[src/rtl/rtsc_pkg.sv]
// ----------------------------------------------------------------------------
// rtsc_pkg
// Shared types, codes and constants of the raw text tag scanner.
// ----------------------------------------------------------------------------
package rtsc_pkg;

   // text counter width
   localparam int COUNT_BITS = 16;
   localparam int LEN_BITS   = 16;
   localparam int POS_BITS   = 5;
   localparam int HELD_BITS  = 4;

   // result queue
   localparam int QDEPTH    = 4;
   localparam int QPTR_BITS = $clog2(QDEPTH);
   localparam int QCNT_BITS = $clog2(QDEPTH + 1);

   // input function codes
   localparam logic [1:0] FUNC_TEXT   = 2'd0;
   localparam logic [1:0] FUNC_END    = 2'd1;
   localparam logic [1:0] FUNC_RESUME = 2'd2;

   // result kinds
   localparam logic [1:0] KIND_TEXT   = 2'd0;
   localparam logic [1:0] KIND_INTERP = 2'd1;
   localparam logic [1:0] KIND_CLOSE  = 2'd2;
   localparam logic [1:0] KIND_END    = 2'd3;

   // match positions
   localparam logic [POS_BITS-1:0] POS_IDLE    = 5'd0;
   localparam logic [POS_BITS-1:0] POS_AT      = 5'd1;
   localparam logic [POS_BITS-1:0] POS_LT      = 5'd2;
   localparam logic [POS_BITS-1:0] POS_SLASH   = 5'd3;
   localparam logic [POS_BITS-1:0] POS_S_UP    = 5'd4;
   localparam logic [POS_BITS-1:0] POS_S_LO    = 5'd5;
   localparam logic [POS_BITS-1:0] POS_SQ      = 5'd6;
   localparam logic [POS_BITS-1:0] POS_SQL     = 5'd7;
   localparam logic [POS_BITS-1:0] POS_ST      = 5'd8;
   localparam logic [POS_BITS-1:0] POS_STY     = 5'd9;
   localparam logic [POS_BITS-1:0] POS_STYL    = 5'd10;
   localparam logic [POS_BITS-1:0] POS_STYLE   = 5'd11;
   localparam logic [POS_BITS-1:0] POS_SC      = 5'd12;
   localparam logic [POS_BITS-1:0] POS_SCR     = 5'd13;
   localparam logic [POS_BITS-1:0] POS_SCRI    = 5'd14;
   localparam logic [POS_BITS-1:0] POS_SCRIP   = 5'd15;
   localparam logic [POS_BITS-1:0] POS_SCRIPT  = 5'd16;

   // characters
   localparam logic [7:0] CH_AT     = 8'h40;
   localparam logic [7:0] CH_LBRACE = 8'h7B;
   localparam logic [7:0] CH_LT     = 8'h3C;
   localparam logic [7:0] CH_SLASH  = 8'h2F;
   localparam logic [7:0] CH_S_UP   = 8'h53;
   localparam logic [7:0] CH_Q_UP   = 8'h51;
   localparam logic [7:0] CH_L_UP   = 8'h4C;
   localparam logic [7:0] CH_GT     = 8'h3E;
   localparam logic [7:0] CH_SPACE  = 8'h20;
   localparam logic [7:0] CH_TAB    = 8'h09;
   localparam logic [7:0] CH_LF     = 8'h0A;
   localparam logic [7:0] CH_CR     = 8'h0D;
   localparam logic [7:0] CH_A_UP   = 8'h41;
   localparam logic [7:0] CH_Z_UP   = 8'h5A;
   localparam logic [7:0] CASE_BIT  = 8'h20;

   typedef enum logic [1:0] {
      STEP_NEXT,
      STEP_FAIL,
      STEP_INTERP,
      STEP_CLOSE
   } step_type;

   typedef struct packed {
      logic [1:0]          kind;
      logic [LEN_BITS-1:0] text_length;
      logic                last;
   } result_type;

   typedef struct packed {
      logic [1:0] num;
      result_type first;
      result_type second;
   } push_type;

   // bytes held by each partial match position
   function automatic logic [HELD_BITS-1:0] held_len(input logic [POS_BITS-1:0] pos);
      logic [HELD_BITS-1:0] n;
      unique case (pos)
         POS_AT, POS_LT:                    n = 4'd1;
         POS_SLASH:                         n = 4'd2;
         POS_S_UP, POS_S_LO:                n = 4'd3;
         POS_SQ, POS_ST, POS_SC:            n = 4'd4;
         POS_SQL, POS_STY, POS_SCR:         n = 4'd5;
         POS_STYL, POS_SCRI:                n = 4'd6;
         POS_STYLE, POS_SCRIP:              n = 4'd7;
         POS_SCRIPT:                        n = 4'd8;
         default:                           n = 4'd0;
      endcase
      return n;
   endfunction

   // clamp a count to the 16-bit length field
   function automatic logic [LEN_BITS-1:0] clamp_len(input logic [COUNT_BITS-1:0] cnt);
      logic [32:0] ext;
      ext = 33'(cnt);
      return (ext > 33'((1 << LEN_BITS) - 1)) ? {LEN_BITS{1'b1}} : ext[LEN_BITS-1:0];
   endfunction

endpackage

[src/rtl/rtsc_scan.sv]
// ----------------------------------------------------------------------------
// rtsc_scan
// Match state, text counter and result generation for one accepted byte.
// ----------------------------------------------------------------------------
module rtsc_scan (
   input  logic              clock,
   input  logic              reset,
   input  logic              item_valid,
   input  logic [1:0]        item_func,
   input  logic [7:0]        item_ch,
   output rtsc_pkg::push_type push
);
   import rtsc_pkg::*;

   logic                  active_ff, active_in;
   logic [POS_BITS-1:0]   pos_ff, pos_in;
   logic [COUNT_BITS-1:0] count_ff, count_in;

   logic [7:0]            lc;
   logic                  is_term;
   step_type              step;
   logic [POS_BITS-1:0]   nx;
   logic [HELD_BITS-1:0]  held;
   logic [HELD_BITS-1:0]  add;
   logic [COUNT_BITS:0]   sum;
   logic [COUNT_BITS-1:0] sat_sum;
   logic                  start_at, start_lt;
   logic                  emit;
   logic [1:0]            emit_kind;
   logic [COUNT_BITS-1:0] emit_count;

   assign lc = (item_ch >= CH_A_UP && item_ch <= CH_Z_UP) ? (item_ch | CASE_BIT) : item_ch;
   assign is_term = (item_ch == CH_GT) || (item_ch == CH_SPACE) || (item_ch == CH_TAB) ||
                    (item_ch == CH_LF) || (item_ch == CH_CR);
   assign start_at = (item_ch == CH_AT);
   assign start_lt = (item_ch == CH_LT);
   assign held = held_len(pos_ff);

   // advance the partial match by one byte
   always_comb begin
      step = STEP_FAIL;
      nx   = POS_IDLE;
      unique case (pos_ff)
         POS_AT:     if (item_ch == CH_LBRACE) step = STEP_INTERP;
         POS_LT:     if (item_ch == CH_SLASH) begin step = STEP_NEXT; nx = POS_SLASH; end
         POS_SLASH: begin
            if (item_ch == CH_S_UP) begin
               step = STEP_NEXT; nx = POS_S_UP;
            end else if (lc == 8'h73) begin
               step = STEP_NEXT; nx = POS_S_LO;
            end
         end
         POS_S_UP, POS_S_LO: begin
            if (pos_ff == POS_S_UP && item_ch == CH_Q_UP) begin
               step = STEP_NEXT; nx = POS_SQ;
            end else if (lc == 8'h74) begin
               step = STEP_NEXT; nx = POS_ST;
            end else if (lc == 8'h63) begin
               step = STEP_NEXT; nx = POS_SC;
            end
         end
         POS_SQ:     if (item_ch == CH_L_UP) begin step = STEP_NEXT; nx = POS_SQL; end
         POS_ST:     if (lc == 8'h79) begin step = STEP_NEXT; nx = POS_STY; end
         POS_STY:    if (lc == 8'h6C) begin step = STEP_NEXT; nx = POS_STYL; end
         POS_STYL:   if (lc == 8'h65) begin step = STEP_NEXT; nx = POS_STYLE; end
         POS_SC:     if (lc == 8'h72) begin step = STEP_NEXT; nx = POS_SCR; end
         POS_SCR:    if (lc == 8'h69) begin step = STEP_NEXT; nx = POS_SCRI; end
         POS_SCRI:   if (lc == 8'h70) begin step = STEP_NEXT; nx = POS_SCRIP; end
         POS_SCRIP:  if (lc == 8'h74) begin step = STEP_NEXT; nx = POS_SCRIPT; end
         POS_SQL, POS_STYLE, POS_SCRIPT: if (is_term) step = STEP_CLOSE;
         default:    step = STEP_FAIL;
      endcase
   end

   // saturating add of held bytes plus the current byte when it is plain text
   assign add = (item_func == FUNC_END) ? held :
                (held + HELD_BITS'(!(start_at || start_lt)));
   assign sum = {1'b0, count_ff} + (COUNT_BITS + 1)'(add);
   assign sat_sum = sum[COUNT_BITS] ? {COUNT_BITS{1'b1}} : sum[COUNT_BITS-1:0];

   always_comb begin
      active_in  = active_ff;
      pos_in     = pos_ff;
      count_in   = count_ff;
      emit       = 1'b0;
      emit_kind  = KIND_END;
      emit_count = count_ff;
      if (item_valid) begin
         if (item_func == FUNC_RESUME) begin
            active_in = 1'b1;
         end else if (active_ff && item_func == FUNC_END) begin
            emit       = 1'b1;
            emit_kind  = KIND_END;
            emit_count = sat_sum;
         end else if (active_ff && item_func == FUNC_TEXT) begin
            if (pos_ff == POS_IDLE || pos_ff > POS_SCRIPT || step == STEP_FAIL) begin
               // fold held bytes into the count, then retry this byte from idle
               count_in = sat_sum;
               pos_in   = start_at ? POS_AT : (start_lt ? POS_LT : POS_IDLE);
            end else if (step == STEP_INTERP) begin
               emit      = 1'b1;
               emit_kind = KIND_INTERP;
            end else if (step == STEP_CLOSE) begin
               emit      = 1'b1;
               emit_kind = KIND_CLOSE;
            end else begin
               pos_in = nx;
            end
         end
         if (emit) begin
            active_in = 1'b0;
            pos_in    = POS_IDLE;
            count_in  = '0;
         end
      end
   end

   always_comb begin
      push.num                = 2'd0;
      push.first.kind         = emit_kind;
      push.first.text_length  = '0;
      push.first.last         = 1'b1;
      push.second.kind        = emit_kind;
      push.second.text_length = '0;
      push.second.last        = 1'b1;
      if (emit) begin
         if (emit_count != '0) begin
            push.num               = 2'd2;
            push.first.kind        = KIND_TEXT;
            push.first.text_length = clamp_len(emit_count);
            push.first.last        = 1'b0;
         end else begin
            push.num = 2'd1;
         end
      end
   end

   always_ff @(posedge clock) begin
      if (reset) begin
         active_ff <= 1'b1;
         pos_ff    <= POS_IDLE;
         count_ff  <= '0;
      end else begin
         active_ff <= active_in;
         pos_ff    <= pos_in;
         count_ff  <= count_in;
      end
   end

`ifndef SYNTHESIS
   a_event_idles: assert property (@(posedge clock) disable iff (reset)
      push.num != 2'd0 |=> !active_ff && pos_ff == POS_IDLE && count_ff == '0)
      else $error("scanner did not idle after an event");
   a_pair_order: assert property (@(posedge clock) disable iff (reset)
      push.num == 2'd2 |-> push.first.kind == KIND_TEXT && !push.first.last &&
                           push.second.last && push.second.kind != KIND_TEXT)
      else $error("text token and event out of order");
   a_pos_range: assert property (@(posedge clock) disable iff (reset)
      pos_ff <= POS_SCRIPT)
      else $error("match position out of range");
`endif

endmodule

[src/rtl/rtsc_rsp_queue.sv]
// ----------------------------------------------------------------------------
// rtsc_rsp_queue
// Small result queue: takes up to two results a cycle, hands out one.
// ----------------------------------------------------------------------------
module rtsc_rsp_queue (
   input  logic                clock,
   input  logic                reset,
   input  rtsc_pkg::push_type  push,
   output logic                room,
   output logic                out_valid,
   input  logic                out_ready,
   output rtsc_pkg::result_type out_data
);
   import rtsc_pkg::*;

   result_type             slot_ff [QDEPTH];
   logic [QPTR_BITS-1:0]   wr_ff, wr_in;
   logic [QPTR_BITS-1:0]   rd_ff, rd_in;
   logic [QCNT_BITS-1:0]   cnt_ff, cnt_in;
   logic                   pop;
   logic [QPTR_BITS-1:0]   wr_next;

   assign out_valid = (cnt_ff != '0);
   assign out_data  = slot_ff[rd_ff];
   assign pop       = out_valid && out_ready;
   // keep space for a full pair of results
   assign room      = (cnt_ff <= QCNT_BITS'(QDEPTH - 2));
   assign wr_next   = wr_ff + QPTR_BITS'(1);

   always_comb begin
      wr_in  = wr_ff + QPTR_BITS'(push.num);
      rd_in  = rd_ff + QPTR_BITS'(pop);
      cnt_in = cnt_ff + QCNT_BITS'(push.num) - QCNT_BITS'(pop);
   end

   always_ff @(posedge clock) begin
      if (push.num != 2'd0) begin
         slot_ff[wr_ff] <= push.first;
      end
      if (push.num == 2'd2) begin
         slot_ff[wr_next] <= push.second;
      end
   end

   always_ff @(posedge clock) begin
      if (reset) begin
         wr_ff  <= '0;
         rd_ff  <= '0;
         cnt_ff <= '0;
      end else begin
         wr_ff  <= wr_in;
         rd_ff  <= rd_in;
         cnt_ff <= cnt_in;
      end
   end

`ifndef SYNTHESIS
   a_no_overflow: assert property (@(posedge clock) disable iff (reset)
      push.num != 2'd0 |-> cnt_ff <= QCNT_BITS'(QDEPTH - 2))
      else $error("result queue overflow");
   a_fill_bound: assert property (@(posedge clock) disable iff (reset)
      cnt_ff <= QCNT_BITS'(QDEPTH))
      else $error("result queue count out of range");
   a_push_shows: assert property (@(posedge clock) disable iff (reset)
      push.num != 2'd0 |=> out_valid)
      else $error("pushed result not presented");
`endif

endmodule

[src/rtl/raw_text_tag_scanner_unit.sv]
// ----------------------------------------------------------------------------
// raw_text_tag_scanner_unit
// Byte scanner for raw style/script bodies: text tokens, '@{' and close tags.
// ----------------------------------------------------------------------------
// Usage:
//   Feed one byte per transfer on the req_ channel: req_tuser carries the
//   function (text byte, end of text, resume), req_tdata the byte. Each
//   transfer only advances a small match state, so one byte is taken every
//   clock cycle while the result queue has room for a pair of results.
//   When '@{', a close tag ('</style', '</script' any case, '</SQL' upper
//   case, then '>' or whitespace) or end of text is seen, the block emits an
//   optional raw text token (rsp_tuser = 0, rsp_tdata = length) and then the
//   event itself with rsp_tlast high. The scanner then ignores text and end
//   of text until a resume transfer arrives.
//   Results: a result is registered into the result queue as the byte that
//   caused it is taken and is offered on rsp_ from the queue head; the
//   second result of a pair follows the first. Stalls: a four-entry result
//   queue parts the two sides; req_tready drops only when fewer than two
//   entries are free, so rsp_tready held low does not lose or reorder anything.
//   Reset (synchronous, active high): scanning active, no partial match,
//   text count zero, result queue empty.
// ----------------------------------------------------------------------------
module raw_text_tag_scanner_unit (
   input  logic        clock,
   input  logic        reset,
   input  logic        req_tvalid,
   output logic        req_tready,
   input  logic [7:0]  req_tdata,   // [7:0] ch
   input  logic [1:0]  req_tuser,   // [1:0] func
   output logic        rsp_tvalid,
   input  logic        rsp_tready,
   output logic [15:0] rsp_tdata,   // [15:0] text_length
   output logic [1:0]  rsp_tuser,   // [1:0] kind
   output logic        rsp_tlast    // last result of this input
);
   import rtsc_pkg::*;

   push_type   push;
   result_type head;
   logic       room;
   logic       take;

   // accept a byte whenever the queue can absorb a full result pair
   assign req_tready = room;
   assign take       = req_tvalid && req_tready;

   rtsc_scan u_scan (
      .clock      (clock),
      .reset      (reset),
      .item_valid (take),
      .item_func  (req_tuser),
      .item_ch    (req_tdata),
      .push       (push)
   );

   rtsc_rsp_queue u_queue (
      .clock     (clock),
      .reset     (reset),
      .push      (push),
      .room      (room),
      .out_valid (rsp_tvalid),
      .out_ready (rsp_tready),
      .out_data  (head)
   );

   // drive the result channel from the queue head
   assign rsp_tdata = head.text_length;
   assign rsp_tuser = head.kind;
   assign rsp_tlast = head.last;

`ifndef SYNTHESIS
   a_push_needs_take: assert property (@(posedge clock) disable iff (reset)
      push.num != 2'd0 |-> take)
      else $error("result produced without an accepted transfer");
   a_text_nonzero: assert property (@(posedge clock) disable iff (reset)
      rsp_tvalid && rsp_tuser == KIND_TEXT |-> rsp_tdata != 16'd0 && !rsp_tlast)
      else $error("empty or final raw text token");
   a_event_zero_len: assert property (@(posedge clock) disable iff (reset)
      rsp_tvalid && rsp_tuser != KIND_TEXT |-> rsp_tdata == 16'd0 && rsp_tlast)
      else $error("event result carries a length");
`endif

endmodule
[config.mk]
export PLATFORM = sky130hd
export DESIGN_NAME = raw_text_tag_scanner_unit
export DESIGN_NICKNAME = d
export VERILOG_FILES = /design/src/rtl/rtsc_pkg.sv /design/src/rtl/rtsc_scan.sv /design/src/rtl/rtsc_rsp_queue.sv /design/src/rtl/raw_text_tag_scanner_unit.sv
export SDC_FILE = /design/constraint.sdc
export NUM_CORES = 1
export LEC_CHECK = 0
export BUFFER_PORTS_ARGS = -buffer_cell sky130_fd_sc_hd__buf_2
export CORE_UTILIZATION = 40
export CTS_CLUSTER_DIAMETER = 30
export CTS_CLUSTER_SIZE = 28
export DETAILED_ROUTE_END_ITERATION = 10
export SLEW_MARGIN = 20
export SYNTH_ARGS = -nofsm -noshare
export SYNTH_HDL_FRONTEND = slang
export SYNTH_SLANG_ARGS = --single-unit
[constraint.sdc]
create_clock -name clock -period 5.9 [get_ports clock]
set_input_delay 0 -clock clock [delete_from_list [all_inputs] [get_ports clock]]
set_output_delay 0 -clock clock [all_outputs]
set_load 0.02 [all_outputs]
==> reports/metrics.cfg, run 1 <==
[cts]
cts_resized=0
clock_tree_sinks=109
cts-hold-fix-buffers=0
clkSlewWorstSetupHoldPaths_ns=0.07
level_count_of_the_clock_h_tree=3
cts.path.max_buffers=2
tritoncts=yes
clock_latency_ns=0.36
postCtsSetupRepairBufs=0
clock_root_buffer=clkbuf_16
cts_made_buffers=9

[worst_setup_path]
worst_setup_path_start_kind=input port
crit_path_max_incr_delay_ns=0.50
crit_path_frequent_cell=nor2_1
timing.critical_path.cells=buf_2 -> nand2b_1 -> nor2_1 -> nand2_1 -> nor4_1 -> nor2_1 -> ha_1 -> ha_1 -> mux2_2 -> fa_1 -> a211oi_2 -> nor2_1 -> a211oi_1 -> a31oi_1 -> a2111oi_4 -> nand3_4 -> nor2_1 -> inv_1 -> ha_1 -> inv_1 -> ha_1 -> fa_1 -> xnor2_1 -> nor2_1
critical_path.slowest_cell=a211oi_1
path_class=input port to register
critPathRequiredTime_ns=6.12
critPathArrivalTime_ns=5.37
critical_path_peak_fanout=12
critical_path.endpoint_type=register

[power_and_ir_drop]
peakVddDrop_uv=236
total_leakage_power_nw=2.50
power.density_cell_area_nw_per_um2=295

[logic_synthesis]
largest_family_of_logic_cells_by_synthesized_area=simple AND/OR/NAND/NOR gates
synth_enable_flop_cells=8
post_synth_xor_area_fraction_pct=1.49
synth_area_leaders=dfxtp_1 31%, mux4_2 6.6%, nor2_1 4.9%
synth.yosys.warnings=0
synth_adder_area_share_pct=3.13
post_synth_inst_count=734
ys_ff_latch=109
post-synth-top-count-cell=dfxtp_1
synth_top_cell_area_share_pct=31.2
synth.largest_area_cell=dfxtp_1
syn-num-nets=763
post_synthesis_mux_area_share_pct=7.43
mean_instance_size_in_the_synthesized_netlist_um2=8.84
mappedNetlistArea_um2=6490
synth_seq_area_share_pct=34.9
yosys.area_share.simple_pct=25.3
synth-async-reset-ratio_pct=0
synth_commonest_cells=101 x dfxtp_1, 85 x nor2_1, 54 x nand2_1
synthDistinctLibCells=85
most_used_flip_flop_cell_after_synthesis=dfxtp_1
synth_compound_gate_area_share_pct=23.5

[timing]
rsz0062_at_grt=false
fin_skew_ns=0.0137
total_negative_slack_for_setup_checks_ns=0
final_min_period_over_clock_period_pct=87.3
worst_slew_margin_rel_pct=29.0
max_slew.worst_pin.slew_ns=1.07
report.final.hold_viol_count=0
setup_viol=0
post-route-min-period_ns=5.15
hold_slack_ns=0.0743
max_freq_mhz=194
slew_violations=0

[placed_design]
port-buffer-count=34
globalplace.congestion=0.894
placedInstanceArea_um2=6780
number_of_placed_cells_counting_well_taps=945
dp.final_hpwl_um=13800

[die]
initial_utilization_pct=40.8
ios=35
die_area_um2=16700
dieWidth_um=129
die_height_um=129
number_of_placement_rows=46
design.core.area_um2=15900

[drt]
detailroute.via_count=5904
vias_per_cell=6.14
finalWirelength_um=19100
first_drt_iteration_drcs=627
final_antenna_net_count=0
pre_antenna_drt_iters=5
wl_per_cell_um=19.8
drc=0

[final_layout]
post-route-util_pct=44.7
fin_nets=769
postLayoutCellArea_um2=7100
layout-drive-gt1-share_pct=14.5
diodes=0
area_growth_syn_to_layout_pct=9.49
instances_no_fill=961
filler_cell_count=1596

[job]
drv.max_cap_violation_count=0

[global_routing]
grt_overflow_total=0
gr-usage-all-layers_pct=23.8
grt_start_max_net_pins=33
number_of_global_route_vias_before_repair=5499
antenna_violations_before_repair=0
grt_pass1_wl_um=30500

[status]
status=finished clean

[worst_hold_path]
hold_path.class=input port to register

-- per-stage QoR --
stage / setup WS [ns] / power (mW)
2_1_floorplan: 0.852 / 1.31
3_3_place_gp: 0.540 / 1.46
3_5_place_dp: 0.428 / 1.47
4_1_cts: 0.789 / 2.11
5_1_grt: 0.341 / 2.21
6_report: 0.752 / 2.10
-- final cells by class --
class / instances / area [µm²] / area share [%]
Multi-Input combinational cell: 561 / 3960 / 55.8
Sequential cell: 109 / 2260 / 31.9
Tap cell: 216 / 270 / 3.81
Clock buffer: 11 / 253 / 3.56
Timing Repair Buffer: 41 / 223 / 3.14
Inverter: 18 / 67.6 / 0.951
Clock inverter: 5 / 63.8 / 0.899
-- power breakdown --
group / switching, mW / total (mW) / leakage, nW / internal [mW]
clock: 0.282 / 0.640 / 0.158 / 0.358
sequential: 0.0512 / 0.866 / 0.894 / 0.815
combinational: 0.346 / 0.592 / 1.45 / 0.247
-- worst max-delay path: cells and delay by family --
family	cells	cell delay (ns)
XOR/XNOR	1	0.16
multiplexers	1	0.29
AND/OR/NAND/NOR	9	1.44
buffers and inverters	3	0.21
AO/OA/AOI/OAI	4	1.49
adder cells (fa/ha/maj)	6	1.76
-- routing by layer --
metal	global-route usage, %	wire length, µm	up-vias
li1	-	-	2796
met1	34.0	9040	2867
met2	35.9	8420	217
met3	5.24	1310	24
met4	6.37	296	0
met5	0	0	-
-- cells in the final DEF (no fill, tap or decap), drive strengths merged, types with 11 or more instances in the layout --
cell,Yosys,final
nor2b,11,11
nor2,88,88
o2bb2ai,15,15
nand2b,11,11
nor4,15,15
a31oi,19,19
nor3,28,28
clkbuf,26,11
nand3,30,30
inv,17,20
a21oi,39,39
ha,13,13
nand2,55,55
a22o,17,17
and2,12,12
buf,20,41
a211oi,16,16
mux4,19,19
dfxtp,101,101
o21ai,33,33
-- state kept, by name, indices dropped and copies added, names as in the netlist --
register / count
u_queue.wr_ff: 2
u_scan.count_ff: 16
u_scan.held: 4
u_queue.rd_ff: 2
u_queue.slot_ff: 76
u_scan.active_ff: 1
u_queue.cnt_ff: 3
u_scan.pos_ff: 5
-- cells by family after synthesis --
kind of cell / count (synthesis)
xor+xnor: 11
mux: 24
buf+inv: 64
simple gates: 309
flops: 109
compound gates: 202
fa+ha+maj: 15
-- worst paths after layout --
| check | from | slack, ns | to | cells past startpoint |
|---|---|---|---|---|
| max | req_tdata[7] | 0.75 | u_queue.cnt_ff[2] | 24 |
| min | req_tuser[0] | 0.07 | u_scan.active_ff | 3 |
| max reg2reg | u_scan.held[0] | 0.97 | u_queue.cnt_ff[2] | 18 |
| min reg2reg | u_queue.slot_ff[1][0] | 0.45 | u_queue.slot_ff[1][0] | 2 |
Power figures use the tool's default switching activity.
==> run 2: changes to the inputs <==
ABC_AREA = 1   (was unset)
==> run 2 against run 1 <==
  * Critical path type unchanged
  * Register-to-register slack better by 0.51 ns
  * Critical endpoint unchanged
  * First-iteration DRC count down 14%
  * Final cell count up 31%
  * Die area up 0.63%
  * Highest routed layer unchanged
==> reports/metrics.cfg, run 2 <==
[timing]
total_negative_slack_for_setup_checks_ns=0
slew_violations=0
final_min_period_over_clock_period_pct=77.6
post-route-min-period_ns=4.58
max_slew.worst_pin.slew_ns=0.759
report.final.hold_viol_count=0
fin_skew_ns=0.0128
max_freq_mhz=218
worst_slew_margin_rel_pct=49.3
setup_viol=0
rsz0062_at_grt=false

[logic_synthesis]
mappedNetlistArea_um2=6530
synth_seq_area_share_pct=34.7
synth.largest_area_cell=dfxtp_1
synth-async-reset-ratio_pct=0
post_synthesis_mux_area_share_pct=0
synthDistinctLibCells=41
yosys.area_share.simple_pct=41.5
synth_area_leaders=dfxtp_1 31%, nand2_1 18%, nand3_1 11%
mean_instance_size_in_the_synthesized_netlist_um2=6.39
ys_ff_latch=109
syn-num-nets=1051
synth_top_cell_area_share_pct=31.0
most_used_flip_flop_cell_after_synthesis=dfxtp_1
largest_family_of_logic_cells_by_synthesized_area=simple AND/OR/NAND/NOR gates
synth_compound_gate_area_share_pct=10.6
post_synth_xor_area_fraction_pct=1.21
post_synth_inst_count=1022
post-synth-top-count-cell=nand2_1
synth_commonest_cells=309 x nand2_1, 137 x nand3_1, 117 x nor2_1
synth_enable_flop_cells=8
synth_adder_area_share_pct=3.11
synth.yosys.warnings=0

[worst_setup_path]
critPathArrivalTime_ns=4.82
timing.rr.end=u_queue.cnt_ff[2]
path_delay_family=simple AND/OR/NAND/NOR gates
critical_path.endpoint_type=register
ff2ff_path_depth=23
crit_path_end=u_queue.cnt_ff[2]
critical_path.slowest_cell=fa_1
critPathRequiredTime_ns=6.14
crit_path_depth=31
reg2reg_from=u_scan.held[0]
reg2reg_slack_ns=1.48
timing.critical_path.from=req_tdata[5]
worst_setup_path_start_kind=input port
critical_path_peak_fanout=17
crit_path_max_incr_delay_ns=0.46
crit_path_frequent_cell=nand2_1
critPathBufInv=7
path_class=input port to register

[die]
design.core.area_um2=15900
die_height_um=130
number_of_placement_rows=46
ios=35
die_area_um2=16800
initial_utilization_pct=41.1
dieWidth_um=130

[final_layout]
reg.largest.list=u_queue.slot_ff x76, u_scan.count_ff x16, u_scan.pos_ff x5
diodes=0
layout_common_cells=309 x nand2_1, 137 x nand3_1, 116 x nor2_1
filler_cell_count=1718
layout-drive-gt1-share_pct=8.35
area_growth_syn_to_layout_pct=9.91
largest_register_ffs=76
fin_nets=1066
max_flop_register=u_queue.slot_ff
postLayoutCellArea_um2=7170
final_common_cell=nand2_1

[cts]
postCtsSetupRepairBufs=0
cts_resized=0
clock_tree_sinks=109
cts_made_buffers=9
clock_latency_ns=0.36
cts-hold-fix-buffers=1
cts.path.max_buffers=2
clock_root_buffer=clkbuf_16
tritoncts=yes
level_count_of_the_clock_h_tree=3
clkSlewWorstSetupHoldPaths_ns=0.08

[global_routing]
grt_overflow_total=0
grt_start_max_net_pins=41
gr-usage-all-layers_pct=22.2
grt_pass1_wl_um=29400
number_of_global_route_vias_before_repair=5942
antenna_violations_before_repair=0

[power_and_ir_drop]
power.density_cell_area_nw_per_um2=312
peakVddDrop_uv=168
total_leakage_power_nw=3.46

[drt]
detailroute.via_count=6426
final_antenna_net_count=0
finalWirelength_um=17800
vias_per_cell=5.11
wl_per_cell_um=14.1
first_drt_iteration_drcs=540
drc=0
pre_antenna_drt_iters=5

[worst_hold_path]
hold_path.class=input port to register

[placed_design]
port-buffer-count=34
placedInstanceArea_um2=6830
dp.final_hpwl_um=12400
globalplace.congestion=0.863

[status]
status=finished clean

[job]
drv.max_cap_violation_count=0

run 2: cells by family after synthesis:
family / after synthesis
flip-flops: 109
buffers and inverters: 139
AND/OR/NAND/NOR: 622
AO/OA/AOI/OAI: 128
XOR/XNOR: 9
adder cells (fa/ha/maj): 15
run 2: cell type report:
class / instances / area (µm²) / area share [%]
flip-flops and latches: 109 / 2260 / 31.5
repair buffers: 46 / 263 / 3.66
well taps: 216 / 270 / 3.77
inverters: 97 / 367 / 5.11
clock buffers: 9 / 225 / 3.14
multi-input cells: 774 / 3680 / 51.4
clock inverters: 7 / 103 / 1.43
run 2: layer usage:
layer / global-route usage [%] / vias to the layer above / part of all wire, %
met5: 0 / - / 0
met2: 38.0 / 139 / 47
met1: 29.8 / 2903 / 48
met3: 3.28 / 11 / 4.0
met4: 4.45 / 0 / 0.92
li1: - / 3373 / -
run 2: worst register-to-register path, delay by kind of cell (launching register included):
family          cells  cell delay, ns
compound gates      3            0.50
fa+ha+maj           6            1.77
buf+inv             3            0.15
flops               1            0.33
simple gates       11            1.56
run 2: worst min-delay path by stage:
stage | slack [ns] | startpoint | to | cells after the start
5_1_grt | 0.10 | req_tuser[0] | u_scan.active_ff | 4
2_1_floorplan | 0.18 | reset | u_scan.pos_ff[3] | 3
4_1_cts | 0.05 | req_tuser[0] | u_scan.active_ff | 4
3_5_place_dp | 0.37 | reset | u_queue.wr_ff[0] | 2
3_3_place_gp | 0.37 | reset | u_queue.cnt_ff[1] | 2
6_report | 0.06 | req_tuser[0] | u_scan.active_ff | 4
run 2: power by group:
part | internal [mW] | total (mW) | switching (mW)
logic | 0.226 | 0.743 | 0.517
registers | 0.785 | 0.817 | 0.0318
clock network | 0.379 | 0.675 | 0.295
total | 1.39 | 2.24 | 0.845
run 2: through the flow:
step | setup slack [ns] | power (mW) | util [%] | hold WS, ns | std cells
2_1_floorplan | 1.55 | 1.37 | - | 0.182 | 1022
3_3_place_gp | 1.12 | 1.58 | 43.0 | 0.366 | 1241
3_5_place_dp | 0.967 | 1.58 | 43.0 | 0.368 | 1241
4_1_cts | 1.33 | 2.25 | 45.1 | 0.0499 | 1258
5_1_grt | 0.732 | 2.38 | 45.2 | 0.103 | 1258
6_report | 1.32 | 2.24 | 45.2 | 0.0604 | 1258
